<file path="src/hdl/i2c_sensor_scan_sequencer_defines.svh">
// assertion macros for the i2c sensor scan sequencer
`ifndef I2C_SENSOR_SCAN_SEQUENCER_DEFINES_SVH
`define I2C_SENSOR_SCAN_SEQUENCER_DEFINES_SVH

// same-cycle implication, checked out of reset
`define ISCAN_ASSERT_IMP(label, ante, cons, msg) \
  label: assert property (@(posedge clk) disable iff (!rst_n) (ante) |-> (cons)) \
    else $error(msg);

// next-cycle implication, checked out of reset
`define ISCAN_ASSERT_NXT(label, ante, cons, msg) \
  label: assert property (@(posedge clk) disable iff (!rst_n) (ante) |=> (cons)) \
    else $error(msg);

`endif

</file>
<file path="src/hdl/iscan_pkg.sv">
// types, constants and codes shared by the scan sequencer modules
`default_nettype none

package iscan_pkg;

  typedef struct packed {
    logic [1:0]  mode;
    logic        bus_error;
    logic [3:0]  error_code;
    logic [47:0] rx_bytes;
    logic [3:0]  reg_offset;
  } in_item_t;

  typedef struct packed {
    logic        req_valid;
    logic [6:0]  dev_address;
    logic        req_is_read;
    logic [2:0]  req_length;
    logic [31:0] tx_bytes;
    logic [15:0] reg_data;
  } out_item_t;

  localparam logic [1:0] MODE_START = 2'd0;
  localparam logic [1:0] MODE_DONE  = 2'd1;
  localparam logic [1:0] MODE_HOST  = 2'd2;

  typedef enum logic [1:0] {
    ACT_CFG    = 2'd0,
    ACT_POLL   = 2'd1,
    ACT_PTR    = 2'd2,
    ACT_RESULT = 2'd3
  } act_t;

  typedef struct packed {
    logic conv;
    logic ch;
    act_t act;
  } step_t;

  typedef enum logic [1:0] {
    HSEL_NONE,
    HSEL_WORD,
    HSEL_STATUS
  } hsel_t;

  // cache ram: entry 0 holds current, voltage, voltage2, count (msb first)
  // entry 1 holds zero, channel one, channel two, poll count
  localparam int CACHE_W     = 64;
  localparam int CACHE_DEPTH = 2;
  localparam logic ENTRY_MON  = 1'b0;
  localparam logic ENTRY_CONV = 1'b1;

  typedef struct packed {
    out_item_t   req;
    logic        rd_en;
    logic        rd_addr;
    hsel_t       host_sel;
    logic [1:0]  host_lane;
    logic [7:0]  status;
    logic        wr_full;
    logic        wr_result;
    logic        wr_ch;
    logic [63:0] wr_data;
    logic [15:0] wr_word;
    logic [15:0] wr_poll;
  } mem_op_t;

  localparam logic [2:0] CFG_ENABLED  = 3'd0;
  localparam logic [2:0] CFG_MON_ADDR = 3'd1;
  localparam logic [2:0] CFG_CONV_ADDR = 3'd2;
  localparam logic [2:0] CFG_CH1      = 3'd3;
  localparam logic [2:0] CFG_CH2      = 3'd4;

  localparam logic        ENABLED_RST   = 1'b1;
  localparam logic [6:0]  MON_ADDR_RST  = 7'h67;
  localparam logic [6:0]  CONV_ADDR_RST = 7'h48;
  localparam logic [15:0] CH1_CFG_RST   = 16'h8303;
  localparam logic [15:0] CH2_CFG_RST   = 16'hB303;

  localparam logic [2:0] MON_RD_LEN = 3'd6;
  localparam logic [2:0] CFG_WR_LEN = 3'd4;
  localparam logic [2:0] PTR_WR_LEN = 3'd1;
  localparam logic [2:0] RES_RD_LEN = 3'd2;
  localparam logic [7:0] CFG_REG_PTR = 8'h01;

  localparam logic [3:0] OFF_FIRST  = 4'd1;
  localparam logic [3:0] OFF_COUNT  = 4'd4;
  localparam logic [3:0] OFF_STATUS = 4'd5;
  localparam logic [3:0] OFF_LAST   = 4'd8;

  localparam logic [7:0] STAT_ISSUE = 8'h00;
  localparam logic [7:0] STAT_DONE  = 8'h10;
  localparam logic [3:0] STAT_ERR   = 4'h1;

endpackage

`default_nettype wire

</file>
<file path="src/hdl/iscan_ram.sv">
// generic single-port-write ram with registered read
`default_nettype none

module iscan_ram #(
  parameter  int WIDTH = 64,
  parameter  int DEPTH = 2,
  localparam int AW    = (DEPTH > 1) ? $clog2(DEPTH) : 1
) (
  input  wire logic                  clk,
  input  wire logic                  we,
  input  wire logic [AW-1:0]         waddr,
  input  wire logic [WIDTH-1:0]      wdata,
  input  wire logic                  re,
  input  wire logic [AW-1:0]         raddr,
  output      logic [WIDTH-1:0]      rdata
);

  logic [WIDTH-1:0] mem [DEPTH];

  always_ff @(posedge clk) begin
    if (we) begin
      mem[waddr] <= wdata;
    end
    if (re) begin
      rdata <= mem[raddr];
    end
  end

endmodule

`default_nettype wire

</file>
<file path="src/hdl/iscan_ctrl.sv">
// sequencer control: config registers, job state, request generation
`default_nettype none

module iscan_ctrl (
  input  wire logic                clk,
  input  wire logic                rst_n,
  input  wire logic                in_fire,
  input  wire iscan_pkg::in_item_t in_data,
  input  wire logic                cfg_valid,
  input  wire logic [2:0]          cfg_index,
  input  wire logic [15:0]         cfg_data,
  output      iscan_pkg::mem_op_t  op
);

  typedef struct packed {
    logic [4:0]  marks;
    logic [15:0] count;
    logic [3:0]  err_code;
    logic [7:0]  status;
  } svc_t;

  // pending host-read marks: clear count after offsets 1-4, clear error on status
  function automatic svc_t service(input svc_t cur, input logic done);
    svc_t r;
    r = cur;
    if (r.marks[3:0] == 4'hF) begin
      r.count      = '0;
      r.marks[3:0] = 4'h0;
    end
    if (r.marks[4]) begin
      r.err_code = '0;
      r.status   = done ? iscan_pkg::STAT_DONE : iscan_pkg::STAT_ISSUE;
      r.marks[4] = 1'b0;
    end
    return r;
  endfunction

  logic                 enabled_r;
  logic [6:0]           mon_addr_r;
  logic [6:0]           conv_addr_r;
  logic [15:0]          ch1_cfg_r;
  logic [15:0]          ch2_cfg_r;
  iscan_pkg::step_t     step_r, step_nxt;
  logic                 held_r, held_nxt;
  logic [15:0]          poll_r, poll_nxt;
  logic                 pend_r, pend_nxt;
  svc_t                 sv_r, sv_nxt;

  always_comb begin : step_logic
    svc_t             sv;
    iscan_pkg::step_t st;
    logic             held;
    logic             pend;
    logic [15:0]      poll;
    logic [2:0]       mark_idx;
    logic [15:0]      cfg;

    sv       = sv_r;
    st       = step_r;
    held     = held_r;
    pend     = pend_r;
    poll     = poll_r;
    mark_idx = 3'(in_data.reg_offset - iscan_pkg::OFF_FIRST);
    cfg      = '0;
    op       = '0;
    op.status = sv_r.status;

    case (in_data.mode)
      iscan_pkg::MODE_HOST: begin
        if (in_data.reg_offset >= iscan_pkg::OFF_FIRST &&
            in_data.reg_offset <= iscan_pkg::OFF_LAST) begin
          if (in_data.reg_offset <= iscan_pkg::OFF_STATUS) begin
            sv.marks = sv_r.marks | 5'(5'd1 << mark_idx);
          end
          if (in_data.reg_offset <= iscan_pkg::OFF_COUNT) begin
            op.host_sel  = iscan_pkg::HSEL_WORD;
            op.rd_en     = 1'b1;
            op.rd_addr   = iscan_pkg::ENTRY_MON;
            op.host_lane = 2'(iscan_pkg::OFF_COUNT - in_data.reg_offset);
          end else if (in_data.reg_offset == iscan_pkg::OFF_STATUS) begin
            op.host_sel = iscan_pkg::HSEL_STATUS;
          end else begin
            op.host_sel  = iscan_pkg::HSEL_WORD;
            op.rd_en     = 1'b1;
            op.rd_addr   = iscan_pkg::ENTRY_CONV;
            op.host_lane = 2'(iscan_pkg::OFF_LAST - in_data.reg_offset);
          end
        end
      end
      iscan_pkg::MODE_START, iscan_pkg::MODE_DONE: begin
        // completion of the outstanding transfer
        if (in_data.mode == iscan_pkg::MODE_DONE && !held_r) begin
          if (in_data.bus_error) begin
            pend        = 1'b1;
            sv.err_code = in_data.error_code;
          end
          held = 1'b1;
          if (!step_r.conv) begin
            sv = service(sv, 1'b1);
            if (pend) begin
              // sticky error: drop this reading, report it in status
              pend      = 1'b0;
              sv.status = {iscan_pkg::STAT_ERR, sv.err_code};
            end else begin
              sv.count   = sv.count + 16'd1;
              op.wr_full = 1'b1;
              op.wr_data = {in_data.rx_bytes, sv.count};
            end
            st.conv = 1'b1;
          end else begin
            case (step_r.act)
              iscan_pkg::ACT_CFG: begin
                st = '{conv: 1'b0, ch: step_r.ch, act: iscan_pkg::ACT_POLL};
              end
              iscan_pkg::ACT_POLL: begin
                if (in_data.rx_bytes[15]) begin
                  st = '{conv: 1'b0, ch: step_r.ch, act: iscan_pkg::ACT_PTR};
                end else begin
                  poll = poll_r + 16'd1;
                  st   = '{conv: 1'b0, ch: step_r.ch, act: iscan_pkg::ACT_POLL};
                end
              end
              iscan_pkg::ACT_PTR: begin
                st = '{conv: 1'b1, ch: step_r.ch, act: iscan_pkg::ACT_RESULT};
              end
              default: begin
                op.wr_result = 1'b1;
                op.rd_en     = 1'b1;
                op.rd_addr   = iscan_pkg::ENTRY_CONV;
                op.wr_ch     = step_r.ch;
                op.wr_word   = in_data.rx_bytes[15:0];
                op.wr_poll   = poll_r;
                st = '{conv: 1'b0, ch: !step_r.ch, act: iscan_pkg::ACT_CFG};
              end
            endcase
          end
        end
        // issue the request for the current step
        if (enabled_r && held) begin
          op.req.req_valid = 1'b1;
          if (!st.conv) begin
            sv = service(sv, 1'b0);
            op.req.dev_address = mon_addr_r;
            op.req.req_is_read = 1'b1;
            op.req.req_length  = iscan_pkg::MON_RD_LEN;
          end else begin
            op.req.dev_address = conv_addr_r;
            case (st.act)
              iscan_pkg::ACT_CFG: begin
                poll = '0;
                cfg  = st.ch ? ch2_cfg_r : ch1_cfg_r;
                op.req.req_length = iscan_pkg::CFG_WR_LEN;
                op.req.tx_bytes = {iscan_pkg::CFG_REG_PTR, cfg[15:8], 8'h00, cfg[7:0]};
              end
              iscan_pkg::ACT_PTR: begin
                op.req.req_length = iscan_pkg::PTR_WR_LEN;
              end
              default: begin
                op.req.req_is_read = 1'b1;
                op.req.req_length  = iscan_pkg::RES_RD_LEN;
              end
            endcase
          end
          held = 1'b0;
        end
      end
      default: begin
      end
    endcase

    sv_nxt   = sv;
    step_nxt = st;
    held_nxt = held;
    pend_nxt = pend;
    poll_nxt = poll;
  end

  always_ff @(posedge clk) begin
    if (!rst_n) begin
      enabled_r   <= iscan_pkg::ENABLED_RST;
      mon_addr_r  <= iscan_pkg::MON_ADDR_RST;
      conv_addr_r <= iscan_pkg::CONV_ADDR_RST;
      ch1_cfg_r   <= iscan_pkg::CH1_CFG_RST;
      ch2_cfg_r   <= iscan_pkg::CH2_CFG_RST;
      step_r      <= '{conv: 1'b0, ch: 1'b0, act: iscan_pkg::ACT_CFG};
      held_r      <= 1'b1;
      poll_r      <= '0;
      pend_r      <= 1'b0;
      sv_r        <= '0;
    end else begin
      if (cfg_valid) begin
        case (cfg_index)
          iscan_pkg::CFG_ENABLED:   enabled_r   <= cfg_data[0];
          iscan_pkg::CFG_MON_ADDR:  mon_addr_r  <= cfg_data[6:0];
          iscan_pkg::CFG_CONV_ADDR: conv_addr_r <= cfg_data[6:0];
          iscan_pkg::CFG_CH1:       ch1_cfg_r   <= cfg_data;
          iscan_pkg::CFG_CH2:       ch2_cfg_r   <= cfg_data;
          default: begin
          end
        endcase
      end
      if (in_fire) begin
        step_r <= step_nxt;
        held_r <= held_nxt;
        poll_r <= poll_nxt;
        pend_r <= pend_nxt;
        sv_r   <= sv_nxt;
      end
    end
  end

endmodule

`default_nettype wire

</file>
<file path="src/hdl/iscan_cache.sv">
// reading cache: ram read-modify-write stage, forwarding and output register
`default_nettype none

module iscan_cache (
  input  wire logic                 clk,
  input  wire logic                 rst_n,
  input  wire logic                 in_fire,
  input  wire iscan_pkg::mem_op_t   op,
  input  wire logic                 out_ready,
  output      logic                 in_ready,
  output      logic                 out_valid,
  output      iscan_pkg::out_item_t out_data
);

  iscan_pkg::mem_op_t       s1_op_r;
  logic                     s1_valid_r;
  logic                     fwd_hit_r;
  logic [iscan_pkg::CACHE_W-1:0] fwd_data_r;
  logic                     rd_vld_r;
  logic                     ent_vld_r [iscan_pkg::CACHE_DEPTH];
  logic                     out_valid_r;
  iscan_pkg::out_item_t     out_data_r;

  logic                          s1_adv;
  logic [iscan_pkg::CACHE_W-1:0] ram_rdata;
  logic [iscan_pkg::CACHE_W-1:0] eff_data;
  logic [iscan_pkg::CACHE_W-1:0] res_data;
  logic                          wr_en;
  logic                          wr_addr;
  logic [iscan_pkg::CACHE_W-1:0] wr_data;
  logic [15:0]                   host_word;
  iscan_pkg::out_item_t          s1_result;

  assign s1_adv   = !out_valid_r || out_ready;
  assign in_ready = !s1_valid_r || s1_adv;

  iscan_ram #(
    .WIDTH(iscan_pkg::CACHE_W),
    .DEPTH(iscan_pkg::CACHE_DEPTH)
  ) u_ram (
    .clk  (clk),
    .we   (wr_en),
    .waddr(wr_addr),
    .wdata(wr_data),
    .re   (in_fire && op.rd_en),
    .raddr(op.rd_addr),
    .rdata(ram_rdata)
  );

  always_comb begin
    // a write in the cycle of our read is not yet visible in the ram output
    if (fwd_hit_r) begin
      eff_data = fwd_data_r;
    end else if (rd_vld_r) begin
      eff_data = ram_rdata;
    end else begin
      eff_data = '0;
    end

    res_data        = eff_data;
    res_data[63:48] = 16'h0000;
    res_data[15:0]  = s1_op_r.wr_poll;
    if (s1_op_r.wr_ch) begin
      res_data[31:16] = s1_op_r.wr_word;
    end else begin
      res_data[47:32] = s1_op_r.wr_word;
    end

    wr_en   = s1_valid_r && s1_adv && (s1_op_r.wr_full || s1_op_r.wr_result);
    wr_addr = s1_op_r.wr_full ? iscan_pkg::ENTRY_MON : iscan_pkg::ENTRY_CONV;
    wr_data = s1_op_r.wr_full ? s1_op_r.wr_data : res_data;

    host_word = eff_data[{s1_op_r.host_lane, 4'b0000} +: 16];
    s1_result = s1_op_r.req;
    case (s1_op_r.host_sel)
      iscan_pkg::HSEL_WORD:   s1_result.reg_data = host_word;
      iscan_pkg::HSEL_STATUS: s1_result.reg_data = {8'h00, s1_op_r.status};
      default:                s1_result.reg_data = '0;
    endcase
  end

  always_ff @(posedge clk) begin
    if (!rst_n) begin
      s1_valid_r  <= 1'b0;
      out_valid_r <= 1'b0;
      fwd_hit_r   <= 1'b0;
      for (int i = 0; i < iscan_pkg::CACHE_DEPTH; i++) begin
        ent_vld_r[i] <= 1'b0;
      end
    end else begin
      if (in_fire) begin
        s1_valid_r <= 1'b1;
        fwd_hit_r  <= wr_en && (wr_addr == op.rd_addr);
      end else if (s1_adv) begin
        s1_valid_r <= 1'b0;
      end
      if (s1_adv) begin
        out_valid_r <= s1_valid_r;
      end
      if (wr_en) begin
        ent_vld_r[wr_addr] <= 1'b1;
      end
    end
  end

  always_ff @(posedge clk) begin
    if (in_fire) begin
      s1_op_r    <= op;
      fwd_data_r <= wr_data;
      rd_vld_r   <= ent_vld_r[op.rd_addr];
    end
    if (s1_adv && s1_valid_r) begin
      out_data_r <= s1_result;
    end
  end

  assign out_valid = out_valid_r;
  assign out_data  = out_data_r;

endmodule

`default_nettype wire

</file>
<file path="src/hdl/i2c_sensor_scan_sequencer.sv">
// top level of the i2c sensor scan sequencer
`default_nettype none
`include "i2c_sensor_scan_sequencer_defines.svh"

// Scan sequencer for a power monitor and a two-channel converter on one I2C
// bus. Each input beat is a start request, a bus completion or a host
// register read; each produces exactly one result beat carrying the next
// transfer request (req_valid high) and/or the cached word for a host read.
// One beat is accepted every cycle while results are taken. A result is
// presented from the output register, which is loaded from the ram stage
// when the registered read of the cache ram completes, and it is held there
// until taken. With the output stalled, one beat waits in the ram
// stage and one in the output register, and in_ready stays low until the
// result is taken. Job state lives in flip-flops and is updated at accept;
// the cached readings live in a two-entry ram that is read, merged and
// written back one stage later, with forwarding for back-to-back accesses.
// The cache entries carry valid bits, so the block is ready right after
// reset with no clearing pass. The config port never stalls.

module i2c_sensor_scan_sequencer (
  input  wire logic                 clk,
  input  wire logic                 rst_n,
  input  wire logic                 in_valid,
  output      logic                 in_ready,
  input  wire iscan_pkg::in_item_t  in_data,
  output      logic                 out_valid,
  input  wire logic                 out_ready,
  output      iscan_pkg::out_item_t out_data,
  input  wire logic                 cfg_valid,
  output      logic                 cfg_ready,
  input  wire logic [2:0]           cfg_index,
  input  wire logic [15:0]          cfg_data
);

  logic               in_fire;
  iscan_pkg::mem_op_t op;

  assign in_fire   = in_valid && in_ready;
  assign cfg_ready = 1'b1;

  iscan_ctrl u_ctrl (
    .clk      (clk),
    .rst_n    (rst_n),
    .in_fire  (in_fire),
    .in_data  (in_data),
    .cfg_valid(cfg_valid),
    .cfg_index(cfg_index),
    .cfg_data (cfg_data),
    .op       (op)
  );

  iscan_cache u_cache (
    .clk      (clk),
    .rst_n    (rst_n),
    .in_fire  (in_fire),
    .op       (op),
    .out_ready(out_ready),
    .in_ready (in_ready),
    .out_valid(out_valid),
    .out_data (out_data)
  );

  `ISCAN_ASSERT_IMP(a_host_no_req, out_valid && out_data.reg_data != 16'h0000, !out_data.req_valid, "host read beat also carries a request")
  `ISCAN_ASSERT_IMP(a_idle_req_zero, out_valid && !out_data.req_valid, out_data.req_length == 3'd0 && out_data.tx_bytes == 32'h0 && out_data.dev_address == 7'h00, "request fields set without req_valid")
  `ISCAN_ASSERT_IMP(a_tx_cfg_only, out_valid && out_data.tx_bytes != 32'h0, !out_data.req_is_read && out_data.req_length == iscan_pkg::CFG_WR_LEN, "tx bytes on a transfer other than config write")
  `ISCAN_ASSERT_NXT(a_latency, in_valid && in_ready ##1 out_ready, out_valid, "accepted beat did not reach the output in two cycles")

endmodule

`default_nettype wire
</file>
<file path="config.mk">
export PLATFORM = sky130hd
export DESIGN_NAME = i2c_sensor_scan_sequencer
export DESIGN_NICKNAME = d
export VERILOG_FILES = /design/src/hdl/iscan_pkg.sv /design/src/hdl/iscan_ram.sv /design/src/hdl/iscan_ctrl.sv /design/src/hdl/iscan_cache.sv /design/src/hdl/i2c_sensor_scan_sequencer.sv
export VERILOG_INCLUDE_DIRS = /design/src /design/src/hdl
export SDC_FILE = /design/constraint.sdc
export NUM_CORES = 1
export LEC_CHECK = 0
export BUFFER_PORTS_ARGS = -buffer_cell sky130_fd_sc_hd__buf_2
export CAP_MARGIN = 30
export CELL_PAD_IN_SITES_DETAIL_PLACEMENT = 1
export CELL_PAD_IN_SITES_GLOBAL_PLACEMENT = 2
export CORE_ASPECT_RATIO = 1.2
export CORE_MARGIN = 4
export CORE_UTILIZATION = 25
export DETAILED_ROUTE_END_ITERATION = 10
export HOLD_SLACK_MARGIN = 0.08
export PLACE_DENSITY_LB_ADDON = 0.1
export REMOVE_ABC_BUFFERS = 1
export SLEW_MARGIN = 20
export SYNTH_ARGS = -nofsm -noshare
export SYNTH_HDL_FRONTEND = slang
export SYNTH_HIERARCHICAL = 1
export SYNTH_SLANG_ARGS = --single-unit
</file>
<file path="constraint.sdc">
create_clock -name clk -period 8.1 [get_ports clk]
set_input_delay 0.81 -clock clk [delete_from_list [all_inputs] [get_ports clk]]
set_output_delay 0.81 -clock clk [all_outputs]
set_load 0.01 [all_outputs]
</file>
### Yosys cells after proc, flatten, opt, wreduce, memory -nomap -nowiden

Memories as Yosys holds them, arrays and structs flattened. A register that Yosys moved wholly into a read port is not among the register bits.
Index checks and enable logic that the tools add are counted.

| operators by class | value |
|---|---|
| $add $sub $neg | 5 |
| $mul | 0 |
| divide/modulo/power cells | 0 |
| order comparisons | 4 |
| equality and inequality tests | 17 |
| shift-type cells | 2 |
| multiplexer cells | 73 |
| bitwise operators | 6 |
| reductions and logical operators | 42 |

Operator list:

| kind | number |
|---|---|
| 64-bit 2-to-1 mux | 3 |
| 16-bit 2-to-1 mux | 11 |
| 33-bit 2-to-1 mux | 5 |
| 20-bit 2-to-1 mux | 5 |
| 64-bit by 7-bit indexed part select with 16-bit output | 1 |
| 44-bit 2-to-1 mux | 1 |
| 16-bit by 1-bit adder with 16-bit output, second input constant | 2 |
| 32-bit 2-to-1 mux | 1 |
| 16-bit case mux with 2 select lines | 1 |
| 25-bit 2-to-1 mux | 1 |
| 12-bit 2-to-1 mux | 2 |
| 1-bit 2-to-1 mux | 21 |
| 2-bit 2-to-1 mux | 8 |
| 2-bit AND reduction | 8 |
| 4-bit 2-to-1 mux | 3 |
| 6-bit 2-to-1 mux | 2 |
| 4-bit case mux with 3 select lines | 1 |
| 11-bit 2-to-1 mux | 1 |
| 5-bit 2-to-1 mux | 2 |
| 5-bit case mux with 2 select lines | 1 |
| 3-bit AND reduction | 3 |
| 3-bit OR reduction | 3 |
| 2-bit equality test, second input constant | 4 |
| 4-bit equality test, second input constant | 2 |
| other kinds (30) | 57 |

| word-level totals | value |
|---|---|
| bits in registers | 384 |
| bits in latches | 0 |
| memory bits (writable) | 130 |
| bits in read-only memories | 0 |
| input port bits | 83 |
| output and inout bits | 63 |
| logic and storage cells | 193 |
| memories | 2 |

Memories:

| memory | words | bits a word | rd ports | clocked after Yosys merged registers in | write ports | RTL line | text |
|---|---|---|---|---|---|---|---|
| u_cache.u_ram.mem | 2 | 64 | 1 | 1 | 1 | iscan_ram.sv:18 | `logic [WIDTH-1:0] mem [DEPTH];` |
| u_cache.ent_vld_r | 2 | 1 | 1 | 1 | 2 | iscan_cache.sv:20 | `logic ent_vld_r [iscan_pkg::CACHE_DEPTH];` |

### Logic depth before layout (Yosys ltp)

Gate-level depths: netlist (run 1).

| logic depth | value |
|---|---|
| depth after elaboration | 15 |
| mapped depth | 10 |

### Hierarchy

Netlist (run 1), hierarchy kept.

Modules (own cells, without submodules):

| module | times used | cells each | area each (sq um) | seq. area each (sq um) |
|---|---|---|---|---|
| iscan_cache | 1 | 618 | 10,737.8 | 8,508.2 |
| iscan_ram | 1 | 265 | 6,855.3 | 5,765.5 |
| iscan_ctrl | 1 | 813 | 6,120.9 | 2,042.0 |
| i2c_sensor_scan_sequencer | 1 | 3 | 17.5 | 0.0 |

### Worst setup path before layout (run 1)

Ideal clock, no wire load.

| timing path | value |
|---|---|
| path type | input -> register |
| start point | input out_ready |
| end point | register u_cache.u_ram.rdata[0] (read register of u_cache.u_ram.mem) (enable) |
| library setup time | 0.429 ns |
| data arrival time | 8.115 ns |
| data required time | 7.671 ns |
| setup slack | -0.443 ns |
| cell stages on the path | 4 |
| path buffers | 0 |
| cell sequence | nor2b_1 nand2_1 and2_1 and2_1 |

| between the ends | value |
|---|---|
| word-level cells in the longest chain between the ends | 4 |

RTL lines:

| element | RTL line | text |
|---|---|---|
| start: declaration | i2c_sensor_scan_sequencer.sv:27 | `input wire logic out_ready,` |
| 1-bit logical OR | iscan_cache.sv:34 | `assign s1_adv = !out_valid_r \|\| out_ready;` |
| 1-bit logical OR | iscan_cache.sv:35 | `assign in_ready = !s1_valid_r \|\| s1_adv;` |
| net in_ready | i2c_sensor_scan_sequencer.sv:24 | `output logic in_ready,` |
| 1-bit logical AND | i2c_sensor_scan_sequencer.sv:38 | `assign in_fire = in_valid && in_ready;` |
| net in_fire | i2c_sensor_scan_sequencer.sv:35 | `logic in_fire;` |
| 1-bit logical AND | iscan_cache.sv:45 | `.re (in_fire && op.rd_en),` |
| end: declaration | iscan_ram.sv:15 | `output logic [WIDTH-1:0] rdata` |

The timed path passes the listed nets, and every way through them passes these cells.
A chain may end at the register's enable or synchronous reset.

==> flow_summary.yaml, run 1 <==
global_route:
  grt_use_met1: 0.165
  use_met2: 0.244
  grt_pass1_vias: 15400
  busiest_layer: "met2"
  track_usage: 0.136
  grt_overflow_total: 0
  grt_antenna_before_repair: 2
  grt_pass1_wl_mm: 101
  grtUsageMet3: 0.0285
  grt_start_max_net_pins: 60
timing:
  fin_tns_setup_ps: 0
  finalSetupViolCount: 0
  timing.final.crit_share: 0.437
  worst_slew_pin_slew_ps: 931
  slew_headroom: 0.378
  clock_skew_ps: 21.1
  rsz0062_at_grt: "no"
  finalHoldViolations: 0
  slew_viol_final: 0
  max_freq_mhz: 283
  min_period_ps: 3540
finish:
  final_util: 0.296
  diodes: 0
  area_growth_pct: 17.4
  final_common_cell: "edfxtp_1"
  final_cell_mix: "edfxtp_1, nand2_1, buf_2"
  fin_nets: 1910
  final_layout_size_suffix_gt1_frac: 0.199
  fin_cells: 3122
routing:
  vias_per_cell: 4.45
  drtIter0Drc: 560
  routed_wl_mm: 67.6
  drc: 0
  avgRoutedWirePerCell_um: 21.6
  drtAntennaViolNets: 0
  first_pass_iters: 5
  num_vias: 13900
floorplanning:
  die_y_um: 345
  start_util: 0.252
  ios: 146
  die_w_um: 289
  core_area_mm2: 0.0937
  design.die.area_mm2: 0.0994
  rows: 123
clock_tree:
  path_clk_slew_ps: 60
  cts_tree: "done"
  post_cts_resized: 0
  post_cts_buffers: 0
  clock_sinks: 579
  clock_latency_ps: 610
  clock_path_buffers: 3
  ctsHoldBuffers: 0
  cts-htree-levels: 3
  cts_buffers: 69
  root_buffer: "clkbuf_16"
place:
  globalplace.congestion: 0.712
  io_buffers: 144
  hpwl_mm: 41.3
  dp_cells: 2996
synthesis:
  synth_area_mm2: 0.0236
  synth_area_per_cell_um2: 14.0
  synthCells: 1683
  ys_warn_count: 6
setup_path:
  cp-end-kind: "flip-flop"
  critPathMaxFanout: 37
  startpoint_type: "flip-flop"
  critPathArrivalTime_ps: 3890
  critical_path_class: "reg2reg"
  required_ps: 8450
pwr:
  netSwitchingFraction: 0.223
  leakage_nw: 9.92
  internal-power_mw: 5.24
  comb_power_share: 0.048
  p_sw_mw: 1.50
  seq_power_share: 0.498
  ir_worst_vdd_v: 0.000136
  power_frac_clock: 0.454
  pwr_density_cell_mw_per_mm2: 243
worst_hold_path:
  hold_class: "reg2reg"
run_status:
  status: "complete, no violations"
run:
  cap_violations: 0
## worst max-delay path: stages (launching register included)
cell	delay [ps]
dfxtp_1	720
nand3_1	470
o22ai_4	300
buf_4	570
buf_4	730
mux2_2	410
## per-stage QoR
step           worst slack [ps]  total power [mW]  hold slack (ps)  cell area (um^2)
2_1_floorplan              -444              3.60              400             22900
3_3_place_gp               4120              3.75              404             25500
3_5_place_dp               4140              3.76              406             25500
4_1_cts                    4460              6.90              391             27700
5_1_grt                    4210              7.04              413             27700
6_report                   4560              6.75              415             27700
## state kept, by name, indices dropped and copies added (netlist names), 2 cells and up
signal,flops
u_cache/u_ram/mem,128
u_cache/fwd_data_r,64
u_cache/out_data,60
u_ctrl/op,8
u_cache/s1_op_r,139
u_ctrl/mon_addr_r,7
u_ctrl/ch1_cfg_r,16
u_cache/ent_vld_r,2
u_ctrl/ch2_cfg_r,16
u_ctrl/step_r,4
u_cache/res_data,16
u_ctrl/conv_addr_r,7
u_ctrl/sv_r,25
u_cache/u_ram/rdata,64
u_ctrl/poll_r,16
## power groups by stage
stage          Sequential, mW  Clock [mW]  Combinational, mW
2_1_floorplan            3.44           0              0.156
3_3_place_gp             3.42           0              0.331
3_5_place_dp             3.42           0              0.335
4_1_cts                  3.36        3.20              0.337
5_1_grt                  3.37        3.31              0.358
6_report                 3.36        3.07              0.321
## final cells by class
class | instances | area (um^2)
fillers | 9976 | 66000
flip-flops and latches | 579 | 16300
multi-input cells | 973 | 6590
clock buffers | 95 | 1920
well taps | 1250 | 1560
repair buffers | 173 | 967
clock inverters | 30 | 287
inverters | 22 | 82.6
## worst paths after layout
check | from | endpoint | slack (ps) | depth (start not counted)
worst max-delay path | u_ctrl/step_r[3] | u_cache/u_ram/rdata[63] | 4560 | 5
worst min-delay path | u_cache/s1_op_r[129] | u_cache/out_data[16] | 410 | 0
worst max register to register | u_ctrl/step_r[3] | u_cache/u_ram/rdata[63] | 4560 | 5
worst min register to register | u_cache/s1_op_r[129] | u_cache/out_data[16] | 410 | 0
## routing by layer
metal	up-vias	share of wire
li1	6493	-
met1	7097	0.43
met2	210	0.51
met3	89	0.041
met4	2	0.019
met5	-	0.00030
(Power assumes the default switching activity.)
==> run 2, diff against run 1 <==
- clock period: 8.1 -> 3.35 ns (I/O delays scaled with it)
==> flow_summary.yaml, run 2 (synthesis gave the netlist of run 1 again) <==
run_status:
  status: "complete, no violations"
pwr:
  comb_power_share: 0.051
  ir_worst_vdd_v: 0.000248
  p_sw_mw: 3.62
  netSwitchingFraction: 0.219
  leakage_nw: 10.4
  internal-power_mw: 12.9
  seq_power_share: 0.492
  pwr_density_cell_mw_per_mm2: 576
  power_frac_clock: 0.457
floorplanning:
  die_y_um: 345
  core_area_mm2: 0.0937
  die_w_um: 289
  design.die.area_mm2: 0.0994
  start_util: 0.252
  rows: 123
  ios: 146
place:
  hpwl_mm: 43.4
  dp_cells: 3018
  globalplace.congestion: 0.724
  io_buffers: 144
  post_dp_cell_area_mm2: 0.0258
  place_ws_ps: 593
timing:
  min_period_ps: 2570
  hold_ws_ps: 142
  clock_skew_ps: 30.8
  timing.final.crit_share: 0.769
  rsz0062_at_grt: "no"
  worst_slew_pin_slew_ps: 955
  slew_viol_final: 0
  finalWorstSetupSlack_ps: 775
  finalSetupViolCount: 0
  slew_headroom: 0.363
  max_freq_mhz: 388
  finalHoldViolations: 0
  fin_tns_setup_ps: 0
clock_tree:
  clock_sinks: 579
  cts-htree-levels: 3
  clock_path_buffers: 3
  path_clk_slew_ps: 60
  cts_buffers: 69
  post_cts_resized: 0
  cts_tree: "done"
  clock_latency_ps: 610
  root_buffer: "clkbuf_16"
finish:
  fin_cells: 3210
  largest_register: "u_cache/s1_op_r"
  final_area_mm2: 0.0287
  final_common_cell: "edfxtp_1"
  largest_reg_flops: 139
  reg.largest.list: "u_cache/s1_op_r (139), u_cache/u_ram/mem (128)"
  layout.area.seq_mm2: 0.0163
  final_layout_size_suffix_gt1_frac: 0.201
  nFillCells: 9946
  multi_input_area_mm2: 0.00659
  final_cell_mix: "edfxtp_1, nand2_1, buf_2"
  area_growth_pct: 21.6
  fin_nets: 1998
routing:
  num_vias: 14100
  first_pass_iters: 5
  routed_wl_mm: 67.3
  drtAntennaViolNets: 0
  drtIter0Drc: 687
  avgRoutedWirePerCell_um: 21.0
  vias_per_cell: 4.39
  drc: 0
setup_path:
  cp-end-kind: "flip-flop"
  startpoint_type: "flip-flop"
  critPathMaxFanout: 25
  required_ps: 3870
  rr_worst_depth: 8
  critPathArrivalTime_ps: 3100
  critical_path_class: "reg2reg"
run:
  cap_violations: 0
global_route:
  grt_pass1_wl_mm: 101
  grt_antenna_before_repair: 2
  grt_pass1_vias: 15700
  grt_start_max_net_pins: 69
  grt_overflow_total: 0
  track_usage: 0.135
worst_hold_path:
  hold_class: "in2reg"
  holdPathStages: 3
-- run 2: changes by cell type in the layout (fill, tap and decap cells not counted), sizes merged --
cell         previous run  this run
buf                   173       194
bufinv                  5         8
clkbuf                 95        93
clkinv                 23        21
diode                   0         1
dlygate4sd3             0        67
-- run 2: timing repair --
action	4_1_cts	5_1_grt
hold endpoints to repair	111	0
buffers inserted	0	0
hold buffers	67	0
-- run 2: final cells by class --
| cell class | count | share of cell area |
|---|---|---|
| Clock buffer | 93 | 0.0655 |
| Sequential cell | 579 | 0.568 |
| Multi-Input combinational cell | 973 | 0.230 |
| Inverter | 22 | 0.00288 |
| Tap cell | 1250 | 0.0545 |
| Clock inverter | 31 | 0.0129 |
| Antenna cell | 1 | 0.0000872 |
| Timing Repair Buffer | 261 | 0.0663 |
-- run 2: routing by layer --
metal / up-vias / track usage / routed length, um
met3: 84 / 0.0269 / 2510
met4: 2 / 0.0356 / 1290
li1: 6672 / - / -
met5: - / 0 / 13
met1: 7154 / 0.162 / 28600
met2: 190 / 0.247 / 34900
-- run 2: stage by stage --
step	total power, mW	utilization
global placement	9.09	0.275
finish	16.5	0.306
CTS	16.9	0.306
detailed placement	9.11	0.275
floorplan	8.70	-
global route	17.3	0.306
-- run 2: power groups by stage --
stage,logic [mW],clock network [mW],registers [mW]
after global routing,0.938,8.17,8.15
after detailed placement,0.821,0,8.28
after floorplan,0.378,0,8.32
after global placement,0.813,0,8.28
final,0.847,7.55,8.13
after CTS,0.885,7.88,8.14
-- run 2: worst paths after layout --
path	startpoint	end	slack (ps)
worst max register to register	u_cache/out_valid	u_ctrl/sv_r[25]	780
worst min-delay path	out_ready	u_cache/out_valid	140
worst max-delay path	u_cache/out_valid	u_ctrl/sv_r[25]	780
worst min register to register	u_cache/s1_op_r[146]	u_cache/out_data[33]	410
-- run 2: worst max-delay path, cell delays in order, from the launching register on --
cell and delay [ps]:
dfxtp_1 300, nor2b_1 190, nand2_1 110, and2_4 370, nand3b_1 310, or4b_1 810, nor2_1 180, mux2i_1 90
o21ai_0 90
